<file path="config.mk">
export PLATFORM = sky130hd
export DESIGN_NAME = caliper_extremum_detector
export DESIGN_NICKNAME = d
export VERILOG_FILES = /design/src/cex_pkg.sv /design/src/cex_alu.sv /design/src/cex_scan.sv /design/src/cex_pos.sv /design/src/caliper_extremum_detector.sv
export SDC_FILE = /design/constraint.sdc
export NUM_CORES = 2
export LEC_CHECK = 0
export BUFFER_PORTS_ARGS = -buffer_cell sky130_fd_sc_hd__buf_4
export CELL_PAD_IN_SITES_DETAIL_PLACEMENT = 0
export CELL_PAD_IN_SITES_GLOBAL_PLACEMENT = 2
export CORE_UTILIZATION = 38
export DETAILED_ROUTE_END_ITERATION = 6
export HOLD_SLACK_MARGIN = 0.1
export PLACE_DENSITY = 0.78
export SYNTH_ARGS = -nofsm -noshare
export SYNTH_HDL_FRONTEND = slang
export SYNTH_SLANG_ARGS = --single-unit
</file>
<file path="constraint.sdc">
create_clock -name clk -period 9.6 [get_ports clk]
set_clock_uncertainty 0.15 [all_clocks]
set_input_delay 1.92 -clock clk [delete_from_list [all_inputs] [get_ports clk]]
set_output_delay 1.92 -clock clk [all_outputs]
set_load 0.005 [all_outputs]
</file>
<file path="src/cex_pkg.sv">
// Shared types and constants of the caliper extremum detector.
// No dependencies; imported by every module of the block but the checker.
`default_nettype none

package cex_pkg;

  localparam int PIX_W  = 8;
  localparam int IDX_W  = 13;
  localparam int THR_W  = 9;
  localparam int POS_W  = 16;
  localparam int WT_W   = 8;
  localparam int DSUM_W = PIX_W + 1;
  localparam int DEN_W  = 22;            // dsum * width, < 2^22
  localparam int MUL_W  = DEN_W + 1;     // signed multiplier operand
  localparam int PROD_W = 2 * MUL_W;
  localparam int VAL_W  = 41;            // signed numerator of the range map
  localparam int DSH_W  = DEN_W + POS_W; // divisor shifted to the top bit
  localparam int CNT_W  = $clog2(POS_W);
  localparam int CIDX_W = 3;
  localparam int CDAT_W = 16;

  localparam logic [PIX_W-1:0] WHITE = '1;

  localparam logic [1:0] POL_RISE = 2'd1;
  localparam logic [1:0] POL_FALL = 2'd2;

  typedef enum logic [CIDX_W-1:0] {
    REG_THR   = 3'd0,
    REG_BACK  = 3'd1,
    REG_POL   = 3'd2,
    REG_WIDTH = 3'd3,
    REG_LOW   = 3'd4,
    REG_HIGH  = 3'd5
  } cfg_reg_t;

  // run length class: none yet, zero, above zero
  typedef enum logic [1:0] {
    RUN_NONE = 2'd0,
    RUN_ZERO = 2'd1,
    RUN_POS  = 2'd2
  } run_t;

  typedef struct packed {
    logic [THR_W-1:0]  thr;
    logic              back;
    logic [1:0]        pol;
    logic [IDX_W-1:0]  width;
    logic [POS_W-1:0]  lo;
    logic [POS_W-1:0]  hi;
  } cfg_t;

  typedef struct packed {
    logic [IDX_W-1:0]  idx;
    logic [PIX_W-1:0]  d1;
    logic [DSUM_W-1:0] dsum;
    logic [WT_W-1:0]   weight;
    logic              falling;
  } feat_t;

  typedef struct packed {
    logic [POS_W-1:0] position;
    logic [WT_W-1:0]  weight;
    logic             falling;
  } res_t;

endpackage

`default_nettype wire

</file>
<file path="src/cex_alu.sv">
// Shared arithmetic unit: registered signed multiplier and a wide subtractor.
// Depends on cex_pkg.
`default_nettype none

module cex_alu
  import cex_pkg::*;
(
  input  wire                     clk,
  input  wire  signed [MUL_W-1:0] mul_a,
  input  wire  signed [MUL_W-1:0] mul_b,
  input  wire  signed [VAL_W-1:0] sub_a,
  input  wire  signed [VAL_W-1:0] sub_b,
  output logic signed [PROD_W-1:0] prod,
  output logic signed [VAL_W-1:0]  diff
);

  logic signed [PROD_W-1:0] prod_r;

  always_ff @(posedge clk) begin
    prod_r <= mul_a * mul_b;
  end

  assign prod = prod_r;
  assign diff = sub_a - sub_b;

endmodule

`default_nettype wire

</file>
<file path="src/cex_scan.sv">
// Line tracker: last two pixels, index, run classes and feature detection.
// Depends on cex_pkg.
`default_nettype none

module cex_scan
  import cex_pkg::*;
(
  input  wire              clk,
  input  wire              rst_n,
  input  wire              accept,
  input  wire  [PIX_W-1:0] pixel,
  input  wire              last,
  input  cfg_t             cfg,
  output logic             hit,
  output feat_t            feat
);

  logic [PIX_W-1:0] cur_r, prev_r;
  logic             idx_ok_r;
  logic [IDX_W-1:0] idx_r, spos_r;
  run_t             rise_r, fall_r;

  logic               drop, up, low, peak, valley;
  logic [17:0]        up_lhs, up_rhs;
  logic signed [19:0] lo_lhs, lo_rhs;
  logic [PIX_W-1:0]   d1, d2;
  logic [PIX_W:0]     dbl;
  logic [IDX_W-1:0]   wm1, start_pos;

  function automatic run_t bump(input run_t r);
    run_t b;
    unique case (r)
      RUN_NONE: b = RUN_ZERO;
      RUN_ZERO: b = RUN_POS;
      default:  b = RUN_POS;
    endcase
    return b;
  endfunction

  always_comb begin
    drop   = pixel < cur_r;
    // thresholds (0.5 +- 0.5w) * white, compared exactly
    up_lhs = {1'b0, cur_r, 9'b0};
    up_rhs = 18'(WHITE) * (18'(cfg.thr) + 18'd256);
    lo_lhs = $signed({3'b0, cur_r, 9'b0});
    lo_rhs = $signed({12'b0, WHITE}) * (20'sd256 - $signed({11'b0, cfg.thr}));
    up     = up_lhs > up_rhs;
    low    = lo_lhs < lo_rhs;
    peak   = drop && (cfg.pol != POL_FALL) && (rise_r == RUN_POS) && up;
    valley = !drop && (cfg.pol != POL_RISE) && (fall_r == RUN_POS) && low;
    hit    = peak || valley;

    d1  = drop ? cur_r - prev_r : prev_r - cur_r;
    d2  = drop ? cur_r - pixel : pixel - cur_r;
    dbl = {cur_r, 1'b0};

    feat.idx     = idx_r;
    feat.d1      = d1;
    feat.dsum    = {1'b0, d1} + {1'b0, d2};
    feat.weight  = drop ? WT_W'(dbl - {1'b0, WHITE}) : WT_W'({1'b0, WHITE} - dbl);
    feat.falling = !drop;

    wm1       = (cfg.width == '0) ? '0 : cfg.width - 1'b1;
    start_pos = idx_ok_r ? spos_r : (cfg.back ? wm1 : '0);
  end

  always_ff @(posedge clk) begin
    if (!rst_n) begin
      cur_r    <= '0;
      prev_r   <= '0;
      idx_ok_r <= 1'b0;
      idx_r    <= '0;
      spos_r   <= '0;
      rise_r   <= RUN_NONE;
      fall_r   <= RUN_NONE;
    end else if (accept) begin
      if (last) begin
        cur_r    <= '0;
        prev_r   <= '0;
        idx_ok_r <= 1'b0;
        idx_r    <= '0;
        spos_r   <= '0;
        rise_r   <= RUN_NONE;
        fall_r   <= RUN_NONE;
      end else begin
        prev_r   <= cur_r;
        cur_r    <= pixel;
        idx_ok_r <= 1'b1;
        idx_r    <= start_pos;
        if (cfg.back) begin
          spos_r <= (start_pos != '0) ? start_pos - 1'b1 : start_pos;
        end else begin
          spos_r <= (start_pos != '1) ? start_pos + 1'b1 : start_pos;
        end
        if (drop) begin
          rise_r <= RUN_ZERO;
          fall_r <= bump(fall_r);
        end else begin
          rise_r <= bump(rise_r);
          fall_r <= RUN_ZERO;
        end
      end
    end
  end

endmodule

`default_nettype wire

</file>
<file path="src/cex_pos.sv">
// Position sequencer: range map and restoring division on the shared unit.
// Depends on cex_pkg and cex_alu.
`default_nettype none

module cex_pos
  import cex_pkg::*;
(
  input  wire    clk,
  input  wire    rst_n,
  input  wire    start,
  input  feat_t  feat,
  input  cfg_t   cfg,
  input  wire    res_ready,
  output logic   busy,
  output logic   res_valid,
  output res_t   res
);

  typedef enum logic [8:0] {
    S_IDLE  = 9'b000000001,
    S_MDEN  = 9'b000000010,
    S_MNUM  = 9'b000000100,
    S_MLO   = 9'b000001000,
    S_MSPAN = 9'b000010000,
    S_SUM   = 9'b000100000,
    S_CHK   = 9'b001000000,
    S_DIV   = 9'b010000000,
    S_DONE  = 9'b100000000
  } state_t;

  state_t state_r, state_nxt;

  logic [IDX_W-1:0]        idx_r;
  logic [PIX_W-1:0]        d1_r;
  logic [DSUM_W-1:0]       dsum_r;
  logic [WT_W-1:0]         wt_r;
  logic                    fall_r;
  logic [DEN_W-1:0]        den_r, num_r;
  logic signed [VAL_W-1:0] val_r, rem_r;
  logic [DSH_W-1:0]        dsh_r;
  logic [POS_W-1:0]        q_r;
  logic [CNT_W-1:0]        cnt_r;

  logic signed [MUL_W-1:0]  mul_a, mul_b;
  logic signed [VAL_W-1:0]  sub_a, sub_b, diff;
  logic signed [PROD_W-1:0] prod;
  logic [IDX_W-1:0]         weff;
  logic signed [POS_W:0]    span;
  logic                     val_le0;

  cex_alu u_alu (
    .clk   (clk),
    .mul_a (mul_a),
    .mul_b (mul_b),
    .sub_a (sub_a),
    .sub_b (sub_b),
    .prod  (prod),
    .diff  (diff)
  );

  always_comb begin
    weff    = (cfg.width == '0) ? IDX_W'(1) : cfg.width;
    span    = $signed({1'b0, cfg.hi}) - $signed({1'b0, cfg.lo});
    val_le0 = val_r[VAL_W-1] || (val_r == '0);
    mul_a   = '0;
    mul_b   = '0;
    sub_a   = '0;
    sub_b   = '0;
    unique case (state_r)
      S_MDEN: begin
        mul_a = $signed({(MUL_W-DSUM_W)'(0), dsum_r});
        mul_b = $signed({(MUL_W-IDX_W)'(0), weff});
      end
      S_MNUM: begin
        mul_a = $signed({(MUL_W-IDX_W)'(0), idx_r});
        mul_b = $signed({(MUL_W-DSUM_W)'(0), dsum_r});
      end
      S_MLO: begin
        mul_a = $signed({(MUL_W-POS_W)'(0), cfg.lo});
        mul_b = $signed({1'b0, den_r});
      end
      S_MSPAN: begin
        mul_a = MUL_W'(span);
        mul_b = $signed({1'b0, num_r});
      end
      S_CHK: begin
        sub_a = val_r;
        sub_b = $signed({(VAL_W-DSH_W)'(0), den_r, POS_W'(0)});
      end
      S_DIV: begin
        sub_a = rem_r;
        sub_b = $signed({(VAL_W-DSH_W)'(0), dsh_r});
      end
      default: ;
    endcase
  end

  always_comb begin
    state_nxt = state_r;
    unique case (state_r)
      S_IDLE:  if (start) state_nxt = S_MDEN;
      S_MDEN:  state_nxt = S_MNUM;
      S_MNUM:  state_nxt = S_MLO;
      S_MLO:   state_nxt = S_MSPAN;
      S_MSPAN: state_nxt = S_SUM;
      S_SUM:   state_nxt = S_CHK;
      S_CHK:   state_nxt = (val_le0 || !diff[VAL_W-1]) ? S_DONE : S_DIV;
      S_DIV:   if (cnt_r == '0) state_nxt = S_DONE;
      S_DONE:  if (res_ready) state_nxt = S_IDLE;
      default: state_nxt = S_IDLE;
    endcase
  end

  always_ff @(posedge clk) begin
    if (!rst_n) begin
      state_r <= S_IDLE;
    end else begin
      state_r <= state_nxt;
    end
  end

  always_ff @(posedge clk) begin
    unique case (state_r)
      S_IDLE: begin
        if (start) begin
          idx_r  <= feat.idx;
          d1_r   <= feat.d1;
          dsum_r <= feat.dsum;
          wt_r   <= feat.weight;
          fall_r <= feat.falling;
        end
      end
      S_MNUM:  den_r <= prod[DEN_W-1:0];
      S_MLO:   num_r <= prod[DEN_W-1:0] + DEN_W'(d1_r);
      S_MSPAN: val_r <= prod[VAL_W-1:0];
      S_SUM:   val_r <= val_r + prod[VAL_W-1:0];
      S_CHK: begin
        // clamp at zero, saturate when quotient would need a 17th bit
        if (val_le0) begin
          q_r <= '0;
        end else if (!diff[VAL_W-1]) begin
          q_r <= '1;
        end else begin
          q_r <= '0;
        end
        rem_r <= val_r;
        dsh_r <= {1'b0, den_r, (POS_W-1)'(0)};
        cnt_r <= CNT_W'(POS_W - 1);
      end
      S_DIV: begin
        if (!diff[VAL_W-1]) rem_r <= diff;
        q_r   <= {q_r[POS_W-2:0], !diff[VAL_W-1]};
        dsh_r <= dsh_r >> 1;
        cnt_r <= cnt_r - 1'b1;
      end
      default: ;
    endcase
  end

  assign busy         = (state_r != S_IDLE);
  assign res_valid    = (state_r == S_DONE);
  assign res.position = q_r;
  assign res.weight   = wt_r;
  assign res.falling  = fall_r;

endmodule

`default_nettype wire

</file>
<file path="src/caliper_extremum_detector.sv">
// Top level of the caliper extremum detector: config registers, output stage.
// Depends on cex_pkg, cex_scan, cex_pos (and cex_alu below it).
//
//  channel | direction | handshake          | payload
//  --------+-----------+--------------------+-------------------------------------
//  in_     | request   | in_valid/in_stall  | pixel_value[7:0], last_pixel
//  out_    | result    | out_valid/out_stall| edge_position[15:0], edge_weight[7:0],
//          |           |                    | is_falling
//  cfg_    | write     | cfg_valid/cfg_ready| cfg_index[2:0], cfg_data[15:0]
//
// A pixel that raises no feature leaves the sequencer idle; the next request can
// follow immediately.
// A pixel that raises a feature holds in_stall while the sequencer runs: four
// products on the shared multiplier, one accumulate, one range check and 16
// restoring division steps on the shared subtractor (none when the position
// clamps at zero or saturates), then a done state that hands the result to
// the output register.
// The output register parts the sides: a new request is taken while a
// result waits under out_stall; a finished feature waits in the sequencer.
// Synchronous active-low reset clears line state and valid flags and loads config defaults.
`default_nettype none

module caliper_extremum_detector
  import cex_pkg::*;
(
  input  wire               clk,
  input  wire               rst_n,
  input  wire               in_valid,
  output logic              in_stall,
  input  wire  [PIX_W-1:0]  in_pixel_value,
  input  wire               in_last_pixel,
  output logic              out_valid,
  input  wire               out_stall,
  output logic [POS_W-1:0]  out_edge_position,
  output logic [WT_W-1:0]   out_edge_weight,
  output logic              out_is_falling,
  input  wire               cfg_valid,
  output logic              cfg_ready,
  input  wire  [CIDX_W-1:0] cfg_index,
  input  wire  [CDAT_W-1:0] cfg_data
);

  cfg_t  cfg_r;
  logic  accept, hit, busy, res_valid, res_ready;
  feat_t feat;
  res_t  res;
  res_t  out_r;
  logic  out_valid_r;

  // config must only be written while no request is in flight; the block does not enforce it
  assign cfg_ready = 1'b1;

  always_ff @(posedge clk) begin
    if (!rst_n) begin
      cfg_r.thr   <= '0;
      cfg_r.back  <= 1'b0;
      cfg_r.pol   <= '0;
      cfg_r.width <= IDX_W'(4096);
      cfg_r.lo    <= '0;
      cfg_r.hi    <= '1;
    end else if (cfg_valid && cfg_ready) begin
      unique case (cfg_reg_t'(cfg_index))
        REG_THR:   cfg_r.thr   <= cfg_data[THR_W-1:0];
        REG_BACK:  cfg_r.back  <= cfg_data[0];
        REG_POL:   cfg_r.pol   <= cfg_data[1:0];
        REG_WIDTH: cfg_r.width <= cfg_data[IDX_W-1:0];
        REG_LOW:   cfg_r.lo    <= cfg_data[POS_W-1:0];
        REG_HIGH:  cfg_r.hi    <= cfg_data[POS_W-1:0];
        default: ; // unused indexes are ignored
      endcase
    end
  end

  // sequencer busy blocks new requests; line state updates on accept
  assign in_stall = busy;
  assign accept   = in_valid && !in_stall;

  cex_scan u_scan (
    .clk    (clk),
    .rst_n  (rst_n),
    .accept (accept),
    .pixel  (in_pixel_value),
    .last   (in_last_pixel),
    .cfg    (cfg_r),
    .hit    (hit),
    .feat   (feat)
  );

  cex_pos u_pos (
    .clk       (clk),
    .rst_n     (rst_n),
    .start     (accept && hit),
    .feat      (feat),
    .cfg       (cfg_r),
    .res_ready (res_ready),
    .busy      (busy),
    .res_valid (res_valid),
    .res       (res)
  );

  // output register
  assign res_ready = !out_valid_r || !out_stall;

  always_ff @(posedge clk) begin
    if (!rst_n) begin
      out_valid_r <= 1'b0;
    end else if (res_valid && res_ready) begin
      out_valid_r <= 1'b1;
    end else if (!out_stall) begin
      out_valid_r <= 1'b0;
    end
  end

  always_ff @(posedge clk) begin
    if (res_valid && res_ready) begin
      out_r <= res;
    end
  end

  assign out_valid         = out_valid_r;
  assign out_edge_position = out_r.position;
  assign out_edge_weight   = out_r.weight;
  assign out_is_falling    = out_r.falling;

endmodule

`default_nettype wire

</file>
==> flow_summary.yaml <==
critical_path:
  path_depth: 36
  rr_worst_depth: 36
  r2r_slack_ps: 420
  reg2reg_to: "u_pos.u_alu.prod[34]$_DFF_P_"
  r2r-start: "cfg_r[0]$_SDFFE_PN1P_"
  slowest_delay_ps: 570
  cp_top_family: "adder cells"
  start_kind: "flop"
  crit_buf_inv: 5
  worstSetupEndpointType: "flop"
  crit_slowest_cell: "fa_1"
  required_ps: 9980
  crit_top_cell: "fa_1"
  crit_type: "reg2reg"
  critPathArrivalTime_ps: 9560
  path_max_fanout: 9
min_path:
  hold_path_depth: 0
  hp-start: "u_pos.q_r[15]$_DFFE_PP_"
  hold_path_class: "reg2reg"
  min_to: "out_edge_position[15]$_DFFE_PP_"
routing:
  dr.pass1.iters: 5
  totalWireLength_um: 123500
  drcViolationCount: 0
  wl_per_cell_um: 19.84
  drtIter0Drc: 1981
  vias_per_cell: 5.138
  vias: 31970
  antenna_left: 0
global_routing:
  grt_pass1_vias: 31940
  grt_pass1_wl_um: 191000
  grt_use_total_pct: 21.93
  grt-ovfl-total: 0
  antenna_found_initial: 2
  grt_max_degree: 93
clock_network:
  clock_path_buffers: 3
  clock_sinks: 400
  h-tree-depth: 2
  clock_latency_ps: 610
  cts_root_buf: "clkbuf_16"
  cts_tree: "yes"
  path_clk_slew_ps: 60
  cts_buffers: 46
timing:
  final_max_slew_viol_count: 0
  fin_ws_ps: 420.7
  max_slew_margin_pct: 23.13
  worstMarginPinSlew_ps: 1153
  whs_ps: 267.1
  fin_setup_tns_ps: 0
  hold_viol_final: 0
  fmax_mhz: 108.9
  fin_crit_sh_pct: 95.62
  fin_crit_ps: 9179
  setup_viol: 0
flow_run:
  drv_cap: 0
run_status:
  outcome: "finished, final reports clean"
pwr:
  peakVddDrop_mv: 0.1109
  totalPowerFinal_mw: 4.845
  power.density_mw_per_mm2: 102.6
  p_leak_nw: 21.48
cells_and_area:
  postLayoutCellArea_mm2: 0.04722
  layout_commonest_cell: "inv_1"
  fin_util_pct: 42.55
  nets: 5597
  drive_above_1_share_pct: 7.712
  seq_area_mm2: 0.01046
  syn2layout_area_growth_pct: 10.76
  mostFrequentLayoutCells: "inv_1 (714), nand2_1 (636), fa_1 (507), ha_1 (361), nor2_1 (292)"
  multi_input_area_mm2: 0.02898
  fin_cells: 6222
  num-fill-cells: 11070
synthesis:
  synth-warning-count: 0
  synth.avg_cell_area_um2: 9.262
  synthCells: 4603
  synth-edff-count: 245
  yosysSeqAreaShare_pct: 24.54
  ys.flop_type: "edfxtp_1"
  synth.distinct_cells: 103
  ys_seq_elements: 400
  syn_area_mm2: 0.04263
  async_reset_ff_share_pct: 0
die:
  die_w_um: 336.9
  die-area_mm2: 0.1135
  io_pins: 61
  coreArea_mm2: 0.1110
  fp.dieH_um: 336.9
  start_util_pct: 38.42
  row_count: 122
place:
  placed_area_mm2: 0.04554
  pre_cts_ws_ps: 4.775
  hpwl_um: 99770
  port_buffers: 58
  dp_cells: 6132
  place_congestion: 0.9081
-- registers in the layout, summed over array words and instances (netlist names), 7 cells and up --
register	flops
cfg_r	57
u_pos.rem_r	41
u_pos.u_alu.prod	41
u_pos.val_r	41
u_pos.dsh_r	37
u_pos.den_r	22
u_pos.num_r	22
out_edge_position	16
u_pos.q_r	16
u_pos.idx_r	13
u_scan.idx_r	13
u_scan.spos_r	13
u_pos.dsum_r	9
u_pos.state_r	9
u_pos.d1_r	8
u_scan.cur_r	8
u_scan.prev_r	8
out_edge_weight	7
u_pos.wt_r	7
-- layout make-up --
| type | count | share of cell area, % |
|---|---|---|
| timing repair buffer | 209 | 3.498 |
| antenna | 1 | 0.005300 |
| multi-input combinational | 3321 | 61.37 |
| clock buffer | 65 | 2.737 |
| sequential | 400 | 22.15 |
| inverter | 717 | 5.700 |
| tap | 1488 | 3.943 |
| clock inverter | 21 | 0.5909 |
-- logic make-up after synthesis --
logic type      synth area share, %
mux                          0.5371
compound gates                13.31
buf+inv                       7.904
other cells                0.008796
simple gates                  14.63
fa+ha+maj                     34.45
xor+xnor                      4.623
flops                         24.54
-- worst register-to-register path, delay by kind of cell, from the launching register on --
| kind | cells | cell delay [ps] |
|---|---|---|
| and+or+nand+nor | 6 | 820 |
| DFF | 1 | 300 |
| AOI/OAI and AO/OA | 14 | 2910 |
| buffers and inverters | 5 | 390 |
| adders and majority gates | 10 | 4390 |
| xor gates and xnor gates | 1 | 140 |
-- worst max-delay path by stage --
stage / from / end
finish: cfg_r[0]$_SDFFE_PN1P_ / u_pos.u_alu.prod[34]$_DFF_P_
global route: cfg_r[17]$_SDFFE_PN0P_ / u_pos.u_alu.prod[34]$_DFF_P_
global placement: cfg_r[0]$_SDFFE_PN1P_ / u_pos.u_alu.prod[34]$_DFF_P_
detailed placement: cfg_r[18]$_SDFFE_PN0P_ / u_pos.u_alu.prod[34]$_DFF_P_
floorplan: cfg_r[0]$_SDFFE_PN1P_ / u_pos.u_alu.prod[34]$_DFF_P_
CTS: cfg_r[0]$_SDFFE_PN1P_ / u_pos.u_alu.prod[34]$_DFF_P_
-- repair_timing --
item                                    in CTS  in global routing
hold buffers                                 0                  0
resized for setup                            1                 24
setup buffers                                0                  3
pin swaps                                    0                  9
endpoints found under the setup margin       1                 12
-- where the power goes --
group	total, mW	internal (mW)	switching, mW
Combinational	1.16	0.493	0.663
Sequential	1.84	1.82	0.0158
Clock	1.85	1.08	0.765
Total	4.84	3.40	1.44
-- layer usage --
layer  up-vias  track usage [%]  share of wire (%)
li1      15400                -                  -
met1     15840            32.21                 49
met2       605            34.13                 44
met3       120            2.887                4.6
met4         0            4.932                2.3
met5         -                0                  0
-- synthesized netlist by cell type (7+ instances only) --
library cell,instances,area share (%)
edfxtp_1,245,17
a22o_1,52,1.1
mux2i_1,15,0.35
ha_1,361,11
xor2_1,82,1.7
fa_1,508,24
a21oi_1,163,1.9
or2_2,11,0.16
o2111ai_1,9,0.18
nand3_1,79,0.93
o21ai_1,7,0.082
nor2_1,293,2.6
nand3b_1,10,0.18
a21o_1,107,1.9
nand4_1,26,0.38
o2111a_1,7,0.18
o31ai_1,17,0.30
o21bai_1,12,0.21
nand2b_1,42,0.62
a211oi_1,21,0.37
nor4_1,17,0.25
nor2b_1,59,0.87
a31oi_1,16,0.23
xnor2_1,143,2.9
a21boi_0,50,0.88
o21ai_0,186,2.2
o211ai_1,17,0.30
a22oi_1,58,1.0
or3_1,14,0.21
nor3_1,50,0.59
o22ai_1,8,0.12
mux2_2,7,0.18
clkbuf_1,150,1.3
and2_1,42,0.62
a221oi_1,13,0.27
and4_1,8,0.16
dfxtp_1,155,7.3
inv_1,715,6.3
and3_1,25,0.37
a221o_1,8,0.19
nand2_1,638,5.6
o21a_1,30,0.53
No activity file was read; power rests on OpenSTA's default activity.
